==> src/rtl/core/assert_macros.svh <==
// Assertion helpers for the RTL in this folder.
// Compile with NO_ASSERTIONS defined to drop every check.
`ifndef ASSERT_MACROS_SVH
`define ASSERT_MACROS_SVH

`ifndef NO_ASSERTIONS

`define ASSERT_ALWAYS(lbl, clk, rst_n, cond) \
    lbl: assert property (@(posedge clk) disable iff (!rst_n) (cond)) \
        else $error("check failed");

`define ASSERT_IMPLY(lbl, clk, rst_n, ante, cons) \
    lbl: assert property (@(posedge clk) disable iff (!rst_n) (ante) |-> (cons)) \
        else $error("check failed");

`define ASSERT_NEXT(lbl, clk, rst_n, ante, cons) \
    lbl: assert property (@(posedge clk) disable iff (!rst_n) (ante) |=> (cons)) \
        else $error("check failed");

`else

`define ASSERT_ALWAYS(lbl, clk, rst_n, cond)
`define ASSERT_IMPLY(lbl, clk, rst_n, ante, cons)
`define ASSERT_NEXT(lbl, clk, rst_n, ante, cons)

`endif

`endif

==> src/rtl/core/slt_pkg.sv <==
`timescale 1ns / 1ps

package slt_pkg;

    localparam logic [2:0] CMD_CLEAR = 3'd0;
    localparam logic [2:0] CMD_BEGIN = 3'd1;
    localparam logic [2:0] CMD_RUN   = 3'd2;
    localparam logic [2:0] CMD_EXIT  = 3'd3;
    localparam logic [2:0] CMD_FAIL  = 3'd4;
    localparam logic [2:0] CMD_GET   = 3'd5;

    localparam logic [2:0] PH_UNUSED  = 3'd0;
    localparam logic [2:0] PH_READY   = 3'd1;
    localparam logic [2:0] PH_RUNNING = 3'd2;
    localparam logic [2:0] PH_EXITED  = 3'd3;
    localparam logic [2:0] PH_FAILED  = 3'd4;

    localparam logic STATUS_OK   = 1'b0;
    localparam logic STATUS_MISS = 1'b1;

    typedef struct packed {
        logic [31:0]        id;
        logic [2:0]         phase;
        logic signed [31:0] ret_code;
        logic [31:0]        image;
    } t_entry;

    localparam int ENTRY_W = $bits(t_entry);

    typedef enum logic [1:0] {
        SCAN_FREE,
        SCAN_REUSE,
        SCAN_MARK,
        SCAN_RANK
    } t_scan_mode;

    typedef struct packed {
        t_scan_mode  mode;
        logic        used;
        logic [7:0]  seen;
    } t_probe;

    typedef struct packed {
        logic hit;
        logic skip;
    } t_match;

endpackage

==> src/rtl/core/process_slot_table.sv <==
`timescale 1ns / 1ps

// Slot table with a command port. A request is taken when start is high and
// busy is low; its single result appears for exactly one cycle with o_valid
// high and cannot be held off, so the receiver must take it then. Clear and
// unknown commands answer in the cycle after the request. Begin, mark and get
// walk the slot memory through its one read port, one slot per cycle. Each
// slot is read, then compared in the stage behind the read; the scan stops at
// the first match, or misses once every slot is compared. For these requests
// busy stays high from the request until its result shows. A new request may
// be issued in the cycle its predecessor's result is shown.
module process_slot_table #(
    parameter int SLOTS = 16
) (
    input  logic               i_clk,
    input  logic               i_rst_n,
    input  logic               start,
    output logic               busy,
    input  logic [2:0]         i_cmd,
    input  logic [31:0]        i_target_id,
    input  logic signed [31:0] i_exit_value,
    input  logic [31:0]        i_image_bytes,
    input  logic [7:0]         i_nth,
    output logic               o_valid,
    output logic               o_status,
    output logic [31:0]        o_rec_id,
    output logic [2:0]         o_rec_state,
    output logic signed [31:0] o_rec_exit,
    output logic [31:0]        o_rec_image,
    output logic [7:0]         o_used_count
);

`include "assert_macros.svh"

    localparam int IW = (SLOTS > 1) ? $clog2(SLOTS) : 1;
    localparam int CW = $clog2(SLOTS + 1);
    localparam logic [IW-1:0] LAST_IDX = IW'(SLOTS - 1);
    localparam logic [CW-1:0] SLOTS_C  = CW'(SLOTS);

    typedef enum logic {
        ST_IDLE,
        ST_SCAN
    } t_state;

    function automatic logic [IW-1:0] next_idx(input logic [IW-1:0] a);
        return (a == LAST_IDX) ? '0 : a + IW'(1);
    endfunction

    t_state               r_state, n_state;
    logic [SLOTS-1:0]     r_used, n_used;
    logic [CW-1:0]        r_used_cnt, n_used_cnt;
    logic [31:0]          r_id_ctr, n_id_ctr;
    logic [IW-1:0]        r_cursor, n_cursor;
    slt_pkg::t_scan_mode  r_mode, n_mode;
    logic [2:0]           r_cmd, n_cmd;
    logic [31:0]          r_target, n_target;
    logic signed [31:0]   r_exit, n_exit;
    logic [31:0]          r_image, n_image;
    logic [7:0]           r_nth, n_nth;
    logic [IW-1:0]        r_addr, n_addr;
    logic [CW-1:0]        r_iss, n_iss;
    logic                 r_chk_vld, n_chk_vld;
    logic [IW-1:0]        r_chk_addr, n_chk_addr;
    logic                 r_chk_last, n_chk_last;
    logic [7:0]           r_seen, n_seen;
    logic                 r_valid, n_valid;
    logic                 r_status, n_status;
    logic [31:0]          r_rec_id, n_rec_id;
    logic [2:0]           r_rec_state, n_rec_state;
    logic signed [31:0]   r_rec_exit, n_rec_exit;
    logic [31:0]          r_rec_image, n_rec_image;

    logic                       ram_wr_en;
    logic                       ram_rd_en;
    logic [slt_pkg::ENTRY_W-1:0] ram_rd_data;
    slt_pkg::t_entry            rd_entry;
    slt_pkg::t_entry            wr_entry;
    slt_pkg::t_probe            probe;
    slt_pkg::t_match            match;
    logic                       stop;
    logic                       issue;
    logic                       scan_cmd;

    assign rd_entry = slt_pkg::t_entry'(ram_rd_data);
    assign scan_cmd = (i_cmd != slt_pkg::CMD_CLEAR) && (i_cmd <= slt_pkg::CMD_GET);

    slt_ram #(
        .WIDTH (slt_pkg::ENTRY_W),
        .DEPTH (SLOTS)
    ) u_ram (
        .i_clk     (i_clk),
        .i_wr_en   (ram_wr_en),
        .i_wr_addr (r_chk_addr),
        .i_wr_data (wr_entry),
        .i_rd_en   (ram_rd_en),
        .i_rd_addr (r_addr),
        .o_rd_data (ram_rd_data)
    );

    assign probe.mode = r_mode;
    assign probe.used = r_used[r_chk_addr];
    assign probe.seen = r_seen;

    slt_match u_match (
        .i_probe     (probe),
        .i_entry     (rd_entry),
        .i_target_id (r_target),
        .i_nth       (r_nth),
        .o_match     (match)
    );

    always_comb begin
        n_state     = r_state;
        n_used      = r_used;
        n_used_cnt  = r_used_cnt;
        n_id_ctr    = r_id_ctr;
        n_cursor    = r_cursor;
        n_mode      = r_mode;
        n_cmd       = r_cmd;
        n_target    = r_target;
        n_exit      = r_exit;
        n_image     = r_image;
        n_nth       = r_nth;
        n_addr      = r_addr;
        n_iss       = r_iss;
        n_chk_vld   = r_chk_vld;
        n_chk_addr  = r_chk_addr;
        n_chk_last  = r_chk_last;
        n_seen      = r_seen;
        n_valid     = 1'b0;
        n_status    = r_status;
        n_rec_id    = r_rec_id;
        n_rec_state = r_rec_state;
        n_rec_exit  = r_rec_exit;
        n_rec_image = r_rec_image;
        ram_wr_en   = 1'b0;
        ram_rd_en   = 1'b0;
        wr_entry    = rd_entry;
        stop        = 1'b0;
        issue       = 1'b0;

        case (r_state)
            ST_IDLE: begin
                if (start) begin
                    n_cmd       = i_cmd;
                    n_target    = i_target_id;
                    n_exit      = i_exit_value;
                    n_image     = i_image_bytes;
                    n_nth       = i_nth;
                    n_addr      = '0;
                    n_iss       = '0;
                    n_chk_vld   = 1'b0;
                    n_chk_last  = 1'b0;
                    n_seen      = '0;
                    n_status    = slt_pkg::STATUS_MISS;
                    n_rec_id    = '0;
                    n_rec_state = slt_pkg::PH_UNUSED;
                    n_rec_exit  = '0;
                    n_rec_image = '0;
                    case (i_cmd)
                        slt_pkg::CMD_CLEAR: begin
                            n_used     = '0;
                            n_used_cnt = '0;
                            n_id_ctr   = 32'd1;
                            n_cursor   = '0;
                            n_status   = slt_pkg::STATUS_OK;
                            n_valid    = 1'b1;
                        end
                        slt_pkg::CMD_BEGIN: begin
                            if (r_used_cnt == SLOTS_C) begin
                                // full: hunt for a finished entry from the cursor
                                n_mode = slt_pkg::SCAN_REUSE;
                                n_addr = r_cursor;
                            end else begin
                                n_mode = slt_pkg::SCAN_FREE;
                            end
                            n_state = ST_SCAN;
                        end
                        slt_pkg::CMD_RUN, slt_pkg::CMD_EXIT, slt_pkg::CMD_FAIL: begin
                            n_mode  = slt_pkg::SCAN_MARK;
                            n_state = ST_SCAN;
                        end
                        slt_pkg::CMD_GET: begin
                            n_mode  = slt_pkg::SCAN_RANK;
                            n_state = ST_SCAN;
                        end
                        default: begin
                            n_valid = 1'b1;
                        end
                    endcase
                end
            end

            ST_SCAN: begin
                stop      = r_chk_vld && (match.hit || r_chk_last);
                issue     = !stop && (r_iss != SLOTS_C);
                ram_rd_en = issue;

                // read one slot ahead of the compare
                if (issue) begin
                    n_addr     = next_idx(r_addr);
                    n_iss      = r_iss + CW'(1);
                    n_chk_vld  = 1'b1;
                    n_chk_addr = r_addr;
                    n_chk_last = (r_iss == SLOTS_C - CW'(1));
                end else begin
                    n_chk_vld  = 1'b0;
                end

                if (r_chk_vld && match.skip) begin
                    n_seen = r_seen + 8'd1;
                end

                if (stop) begin
                    n_state = ST_IDLE;
                    n_valid = 1'b1;
                    if (match.hit) begin
                        n_status = slt_pkg::STATUS_OK;
                        case (r_mode)
                            slt_pkg::SCAN_FREE, slt_pkg::SCAN_REUSE: begin
                                wr_entry.id       = r_id_ctr;
                                wr_entry.phase    = slt_pkg::PH_READY;
                                wr_entry.ret_code = '0;
                                wr_entry.image    = r_image;
                                ram_wr_en         = 1'b1;
                                n_rec_id          = r_id_ctr;
                                n_id_ctr = (r_id_ctr == '1) ? 32'd1 : r_id_ctr + 32'd1;
                                if (r_mode == slt_pkg::SCAN_FREE) begin
                                    n_used[r_chk_addr] = 1'b1;
                                    n_used_cnt         = r_used_cnt + CW'(1);
                                end else begin
                                    n_cursor = next_idx(r_chk_addr);
                                end
                            end
                            slt_pkg::SCAN_MARK: begin
                                ram_wr_en = 1'b1;
                                case (r_cmd)
                                    slt_pkg::CMD_RUN: begin
                                        wr_entry.phase = slt_pkg::PH_RUNNING;
                                    end
                                    slt_pkg::CMD_EXIT: begin
                                        wr_entry.phase    = slt_pkg::PH_EXITED;
                                        wr_entry.ret_code = r_exit;
                                    end
                                    default: begin
                                        wr_entry.phase    = slt_pkg::PH_FAILED;
                                        wr_entry.ret_code = r_exit;
                                    end
                                endcase
                            end
                            default: begin
                                n_rec_id    = rd_entry.id;
                                n_rec_state = rd_entry.phase;
                                n_rec_exit  = rd_entry.ret_code;
                                n_rec_image = rd_entry.image;
                            end
                        endcase
                    end
                end
            end

            default: begin
                n_state = ST_IDLE;
            end
        endcase
    end

    always_ff @(posedge i_clk) begin
        if (!i_rst_n) begin
            r_state    <= ST_IDLE;
            r_used     <= '0;
            r_used_cnt <= '0;
            r_id_ctr   <= 32'd1;
            r_cursor   <= '0;
            r_chk_vld  <= 1'b0;
            r_valid    <= 1'b0;
        end else begin
            r_state    <= n_state;
            r_used     <= n_used;
            r_used_cnt <= n_used_cnt;
            r_id_ctr   <= n_id_ctr;
            r_cursor   <= n_cursor;
            r_chk_vld  <= n_chk_vld;
            r_valid    <= n_valid;
        end
        r_mode      <= n_mode;
        r_cmd       <= n_cmd;
        r_target    <= n_target;
        r_exit      <= n_exit;
        r_image     <= n_image;
        r_nth       <= n_nth;
        r_addr      <= n_addr;
        r_iss       <= n_iss;
        r_chk_addr  <= n_chk_addr;
        r_chk_last  <= n_chk_last;
        r_seen      <= n_seen;
        r_status    <= n_status;
        r_rec_id    <= n_rec_id;
        r_rec_state <= n_rec_state;
        r_rec_exit  <= n_rec_exit;
        r_rec_image <= n_rec_image;
    end

    assign busy         = (r_state != ST_IDLE);
    assign o_valid      = r_valid;
    assign o_status     = r_status;
    assign o_rec_id     = r_rec_id;
    assign o_rec_state  = r_rec_state;
    assign o_rec_exit   = r_rec_exit;
    assign o_rec_image  = r_rec_image;
    assign o_used_count = 8'(r_used_cnt);

    `ASSERT_ALWAYS(a_cnt_bound, i_clk, i_rst_n, r_used_cnt <= SLOTS_C)
    `ASSERT_ALWAYS(a_id_nonzero, i_clk, i_rst_n, r_id_ctr != 32'd0)
    `ASSERT_ALWAYS(a_cursor_bound, i_clk, i_rst_n, r_cursor <= LAST_IDX)
    `ASSERT_NEXT(a_scan_busy, i_clk, i_rst_n, start && !busy && scan_cmd, busy && !o_valid)
    `ASSERT_IMPLY(a_wr_on_stop, i_clk, i_rst_n, ram_wr_en, stop && match.hit)

endmodule

==> src/rtl/core/slt_ram.sv <==
`timescale 1ns / 1ps

module slt_ram #(
    parameter int WIDTH  = 8,
    parameter int DEPTH  = 16,
    parameter int ADDR_W = (DEPTH > 1) ? $clog2(DEPTH) : 1
) (
    input  logic              i_clk,
    input  logic              i_wr_en,
    input  logic [ADDR_W-1:0] i_wr_addr,
    input  logic [WIDTH-1:0]  i_wr_data,
    input  logic              i_rd_en,
    input  logic [ADDR_W-1:0] i_rd_addr,
    output logic [WIDTH-1:0]  o_rd_data
);

    logic [WIDTH-1:0] r_mem [DEPTH];
    logic [WIDTH-1:0] r_rd_data;

    always_ff @(posedge i_clk) begin
        if (i_wr_en) begin
            r_mem[i_wr_addr] <= i_wr_data;
        end
        if (i_rd_en) begin
            r_rd_data <= r_mem[i_rd_addr];
        end
    end

    assign o_rd_data = r_rd_data;

endmodule

==> src/rtl/core/slt_match.sv <==
`timescale 1ns / 1ps

module slt_match (
    input  slt_pkg::t_probe i_probe,
    input  slt_pkg::t_entry i_entry,
    input  logic [31:0]     i_target_id,
    input  logic [7:0]      i_nth,
    output slt_pkg::t_match o_match
);

    logic hit;

    always_comb begin
        case (i_probe.mode)
            slt_pkg::SCAN_FREE: begin
                hit = !i_probe.used;
            end
            slt_pkg::SCAN_REUSE: begin
                // table is full here, so every entry holds written data
                hit = (i_entry.phase == slt_pkg::PH_EXITED) ||
                      (i_entry.phase == slt_pkg::PH_FAILED);
            end
            slt_pkg::SCAN_MARK: begin
                hit = i_probe.used && (i_entry.id == i_target_id);
            end
            slt_pkg::SCAN_RANK: begin
                hit = i_probe.used && (i_probe.seen == i_nth);
            end
            default: begin
                hit = 1'b0;
            end
        endcase
    end

    assign o_match.hit  = hit;
    // count used entries passed over while ranking
    assign o_match.skip = (i_probe.mode == slt_pkg::SCAN_RANK) && i_probe.used && !hit;

endmodule
==> config.mk <==
export PLATFORM = sky130hd
export DESIGN_NAME = process_slot_table
export DESIGN_NICKNAME = d
export VERILOG_FILES = /design/src/rtl/core/slt_pkg.sv /design/src/rtl/core/process_slot_table.sv /design/src/rtl/core/slt_ram.sv /design/src/rtl/core/slt_match.sv
export VERILOG_INCLUDE_DIRS = /design/src /design/src/rtl/core
export SDC_FILE = /design/constraint.sdc
export NUM_CORES = 2
export LEC_CHECK = 0
export CAP_MARGIN = 20
export CORE_AREA = 2 2 411 413
export CTS_CLUSTER_SIZE = 24
export DETAILED_ROUTE_END_ITERATION = 16
export DIE_AREA = 0 0 413 415
export DONT_BUFFER_PORTS = 1
export GPL_TIMING_DRIVEN = 0
export PLACE_DENSITY_LB_ADDON = 0.1
export SETUP_SLACK_MARGIN = 0.02
export SLEW_MARGIN = 20
export SYNTH_ARGS = -nofsm -noshare
export SYNTH_HDL_FRONTEND = slang
export SYNTH_SLANG_ARGS = --single-unit
==> constraint.sdc <==
create_clock -name i_clk -period 10.7 [get_ports i_clk]
set_clock_uncertainty 0.05 [all_clocks]
set_input_delay 2.14 -clock i_clk [delete_from_list [all_inputs] [get_ports i_clk]]
set_output_delay 2.14 -clock i_clk [all_outputs]
set_load 0.1 [all_outputs]
## After elaboration in Yosys (flattened, before gate mapping)

Memory sizes are Yosys's and may differ from the RTL's. A register that Yosys moved wholly into a read port is not among the register bits.
Index checks and enable logic that the tools add are counted.

- Add/subtract/negate cells: 6
- Magnitude comparators: 2
- Equality and inequality tests: 31
- Muxes and demuxes: 99
- Bitwise operators: 2
- Reduce and logical (&&, ||, !) cells: 31

Operators with widths:

| kind | number |
|---|---|
| $mux 32 | 18 |
| $pmux 32 s2 | 5 |
| $mux 99 | 3 |
| $mux 16 | 6 |
| $pmux 35 s2 | 1 |
| $mux 4 | 12 |
| $mux 5 | 8 |
| $add 32x1->32 const B | 1 |
| $eq 32x32->1 | 1 |
| $eq 32x32->1 const B | 1 |
| $pmux 16 s2 | 1 |
| $mux 1 | 23 |
| $pmux 5 s2 | 2 |
| $mux 8 | 2 |
| $or 16x16->16 | 1 |
| $pmux 4 s2 | 2 |
| $pmux 8 s2 | 1 |
| $eq 3x2->1 const B | 5 |
| $ne 2x1->1 const B | 7 |
| $mux 3 | 4 |
| $pmux 3 s2 | 2 |
| $reduce_and 6->1 | 2 |
| $add 5x1->5 const B | 2 |
| $pmux 1 s2 | 5 |
| other kinds (32) | 56 |

- Bits in registers: 291
- Bits in writable memories: 1584
- Input port bits: 110
- Memories kept: 1

Memory list:

| memory | depth | bits a word | read ports | clocked after Yosys merged registers in | wr ports | RTL line | RTL |
|---|---|---|---|---|---|---|---|
| u_ram.r_mem | 16 | 99 | 1 | 1 | 1 | slt_ram.sv:17 | `logic [WIDTH-1:0] r_mem [DEPTH];` |

## Longest topological paths before layout

- Word-level depth: 10
- Depth in mapped cells: 10
- Mapped depth without buffers: 8

## Modules after synthesis

A second synthesis with hierarchy kept.

- Cells, all modules: 3548
- Area total of the unflattened synthesis: 75348.5 um^2

By module, submodules not included:

| module | instances | cells each | area an instance (um^2) | sequential area each (um^2) |
|---|---|---|---|---|
| slt_ram | 1 | 2534 | 62203.4 | 50538.5 |
| process_slot_table | 1 | 950 | 12648.4 | 8137.8 |
| slt_match | 1 | 64 | 496.7 | 0.0 |

## Worst setup path before layout

Ideal clock, no wire load.

- Path type: reg2reg
- Start point: register r_chk_addr[1]
- End point: register r_chk_addr[0], enable pin
- Library setup time: 566 ps
- Arrival: 6229 ps
- Required time: 10084 ps
- Slack: 3856 ps
- Cell stages (with the launch flop): 8
- Buffers on the path: 1
- Cell sequence: edfxtp_1 -> buf_4 -> mux4_2 -> a22oi_2 -> and3_2 -> o41ai_4 -> o31a_1 -> nor2_1

- Longest elaborated chain between the ends: 9
- Elaborated cells between the ends (all ways): 11
- Those cells by class: mux (3); reduce/logical (8)

Ends and longest elaborated chain:

| item | RTL line | RTL |
|---|---|---|
| start, declared | process_slot_table.sv:63 | `logic [IW-1:0] r_chk_addr, n_chk_addr;` |
| start signal, assigned | process_slot_table.sv:294 | `r_chk_addr <= n_chk_addr;` |
| $bmux 1 s4 (*) | process_slot_table.sv:101 | `assign probe.used = r_used[r_chk_addr];` |
| $mux 1 (implied by the code) (*) | process_slot_table.sv:101 |  |
| $logic_and 1x1->1, or another cell as far along | slt_match.sv:27 | `hit = i_probe.used && (i_probe.seen == i_nth);` |
| $pmux 1 s4 (*) | slt_match.sv:14 | `case (i_probe.mode)` |
| $logic_or 1x1->1 (*) | process_slot_table.sv:195 | `stop = r_chk_vld && (match.hit \|\| r_chk_last);` |
| $logic_and 1x1->1 (*) | process_slot_table.sv:195 |  |
| $logic_not 1->1 (*) | process_slot_table.sv:196 | `issue = !stop && (r_iss != SLOTS_C);` |
| $logic_and 1x1->1 (*) | process_slot_table.sv:196 |  |
| $reduce_and 2->1 (no line) (*) | n/a |  |

Every way passes the cells marked *; elsewhere a longest branch is shown, timed or not. The select of a mux whose other input is x is not followed.
A chain may end at the register's enable or synchronous reset.

## Worst setup path after layout

- Start point: register u_ram.r_rd_data[70] (netlist: u_ram.o_rd_data[70]) (read register of u_ram.r_mem)
- End point: memory u_ram.r_mem[4][12] in the netlist's numbering, enable pin

- Longest elaborated chain between the ends: 9
- Elaborated cells between the ends (all ways): 10
- Those cells by class: eq/ne (1); mux (6); reduce/logical (3)

Ends and longest elaborated chain:

| item | RTL line | RTL |
|---|---|---|
| start, declared | slt_ram.sv:18 | `logic [WIDTH-1:0] r_rd_data;` |
| $eq 32x32->1 (*) | slt_match.sv:24 | `hit = i_probe.used && (i_entry.id == i_target_id);` |
| $logic_and 1x1->1 (*) | slt_match.sv:24 |  |
| $pmux 1 s4 (*) | slt_match.sv:14 |  |
| $logic_or 1x1->1 | process_slot_table.sv:195 |  |
| $logic_and 1x1->1 | process_slot_table.sv:195 |  |
| $mux 1 (*) | process_slot_table.sv:214 | `if (stop) begin` |
| $mux 1 (*) | process_slot_table.sv:142 | `case (r_state)` |
| $mux 1 (*) | slt_ram.sv:21 | `if (i_wr_en) begin` |
| $mux 1 (implied by the code) (*) | slt_ram.sv:22 | `r_mem[i_wr_addr] <= i_wr_data;` |
| end, declared | slt_ram.sv:17 |  |

Every way passes the cells marked *; elsewhere a longest branch is shown, timed or not.

==> impl_metrics.json <==
{
  "slew_violations": 0,
  "via_count": 39229,
  "gp_congestion": 0.851,
  "placedCellCount": 6326,
  "synthFlopType": "edfxtp_1",
  "synth-edff-count": 1914,
  "max-vdd-ir-drop_uv": 175,
  "cts_tree": "yes",
  "drive_gt1_share_pct": 16.7,
  "wl_per_cell_um": 30.3,
  "r2r_slack_ns": 5.50,
  "syn2layout_area_growth_pct": 14.2,
  "yosys.area.top_type": "edfxtp_1",
  "postSynthCellCount": 4046,
  "drt_iter0_drc": 4290,
  "numPortBuffers": 0,
  "finalPower_mw": 17.2,
  "rsz0062_at_grt": "no",
  "final_area_um2": 87000,
  "dieHeight_um": 415,
  "finalSetupViolCount": 0,
  "clock.fmax_mhz": 192,
  "pin_count": 220,
  "initial_utilization_pct": 45.7,
  "grt_pass1_vias": 39533,
  "cp.arrival_ns": 5.65,
  "grt_pass1_wl_um": 289000,
  "finalHoldViolCount": 0,
  "cts_sinks": 1974,
  "drc": 0,
  "synth_top_cells_by_area": "edfxtp_1, mux4_2, mux2i_1",
  "powerDensity_nw_per_um2": 198,
  "met1Wirelength_um": 89100,
  "grtUsageTotal_pct": 23.7,
  "yosysMostFrequentCell": "edfxtp_1",
  "cts_setup_buffers": 0,
  "synth-warning-count": 0,
  "rows": 150,
  "h-tree-depth": 4,
  "routed-wl-met2_um": 96700,
  "netlist_area_um2": 76200,
  "cts_resized": 0,
  "viasPerCell": 5.85,
  "routed_wl_um": 204000,
  "synth_common_cells": "edfxtp_1, mux2i_1, o21ai_0",
  "hp-class": "flip-flop to flip-flop",
  "die_w_um": 413,
  "avgSynthCellArea_um2": 18.8,
  "worstMarginPinSlew_ns": 1.15,
  "synthArstFlopShare_pct": 0,
  "leakage_nw": 27.9,
  "fin_nets": 4453,
  "clkTransAtPathRegs_ns": 0.06,
  "yosysSeqAreaShare_pct": 77.0,
  "period_share_pct": 48.6,
  "overflow": 0,
  "critPathMaxFanout": 37,
  "top_layer_used": "met4",
  "die_area_um2": 171000,
  "core_um2": 167000,
  "hpwlAfterDp_um": 132000,
  "ys_ff_latch": 1974,
  "cts_hold_buffers": 0,
  "drv_cap": 0,
  "numCtsBuffers": 205,
  "clockBufferDepth": 3,
  "grt_max_degree": 60,
  "postLayoutCoreUtil_pct": 52.2,
  "fin_setup_tns_ns": 0,
  "detail-route-antenna-nets": 0,
  "final_cells": 6711,
  "synthDistinctLibCells": 60,
  "worstSetupPathType": "flip-flop to flip-flop",
  "slew_headroom_pct": 23.1,
  "start_kind": "flip-flop",
  "dr.pass1.iters": 5,
  "place_area_um2": 80700,
  "clk_latency_ns": 0.85,
  "cts_root_buffer": "clkbuf_16",
  "wl_met3_um": 13400,
  "finalCriticalPeriod_ns": 5.20,
  "cp-end-kind": "flip-flop",
  "outcome": "finished clean",
  "fillers": 13353,
  "yosysTopAreaCellShare_pct": 75.4,
  "crit_required_ns": 11.15,
  "antenna_found_initial": 8
}
## state kept, by name, indices dropped and copies added, names as in the netlist, 5 cells and up
| signal | cells |
|---|---|
| r_nth | 8 |
| r_used_cnt | 5 |
| r_image | 32 |
| r_used | 16 |
| o_rec_image | 32 |
| u_ram.r_mem | 1584 |
| r_iss | 5 |
| o_rec_exit | 32 |
| r_id_ctr | 32 |
| u_ram.o_rd_data | 99 |
| r_exit | 32 |
| r_target | 32 |
| o_rec_id | 32 |
| r_seen | 8 |
## cells by family (layout without fill, tap and decap cells)
kind of cell    after synthesis  after routing  share of synthesized area, %
buf+inv                     230            681                          1.20
flops                      1974           1974                          77.0
xor+xnor                     79             79                         0.908
compound gates              606            606                          5.17
fa+ha+maj                    12             12                         0.197
simple gates                451            451                          2.87
other cells                   1             11                       0.00492
mux                         693            693                          12.7
## cells in the final DEF (no fill, tap or decap), types with 81 or more instances in the layout
cell type and count:
a21oi_1 111, clkbuf_1 185, mux2_2 103, nand2_1 147
a22oi_1 103, clkbuf_16 205, o21ai_0 209, mux2i_1 329
and2_1 81, a221oi_1 99, edfxtp_1 1914, mux4_2 202
nor2_1 104
## stage by stage
step	hold slack [ns]	worst slack, ns
4_1_cts	0.421	5.50
5_1_grt	0.445	5.39
3_5_place_dp	0.408	5.55
6_report	0.417	5.50
2_1_floorplan	0.382	3.86
3_3_place_gp	0.395	-2.19
## critical path, stage by stage (launching register included)
cell	delay [ns]
edfxtp_1	0.44
xor2_1	0.27
nor4_1	0.73
nand4_1	0.53
nor4_4	0.44
o21ai_4	0.17
a21oi_2	0.36
clkbuf_1	0.38
and3_4	0.74
buf_16	0.32
buf_16	0.29
## area by class of cell
class / instances / area [um2] / area share (%)
tap: 2204 / 2760 / 3.17
multi-input combinational: 1844 / 16800 / 19.3
clock inverter: 105 / 805 / 0.924
inverter: 11 / 48.8 / 0.0561
timing repair buffer: 76 / 1580 / 1.82
clock buffer: 270 / 5430 / 6.24
buffer: 219 / 921 / 1.06
sequential: 1974 / 58700 / 67.4
antenna: 8 / 20.0 / 0.0230
## power breakdown
part	internal (mW)	switching (mW)
registers	8.73	0.325
clock network	3.70	2.97
logic	0.492	0.985
total	12.9	4.28
## path summary, 6_finish.rpt
| path | start | to | cells past startpoint |
|---|---|---|---|
| min | r_used[11] | r_used[11] | 2 |
| max reg2reg | u_ram.o_rd_data[70] | u_ram.r_mem[4][12] | 10 |
| min reg2reg | r_used[11] | r_used[11] | 2 |
| max | u_ram.o_rd_data[70] | u_ram.r_mem[4][12] | 10 |
## metal layers
metal | vias to the layer above | GRT usage (%)
met5 | - | 0
met4 | 0 | 6.13
met3 | 253 | 4.04
met2 | 1382 | 37.7
met1 | 20650 | 34.1
li1 | 16944 | -
Note: power is estimated with default switching activity, not from simulation.
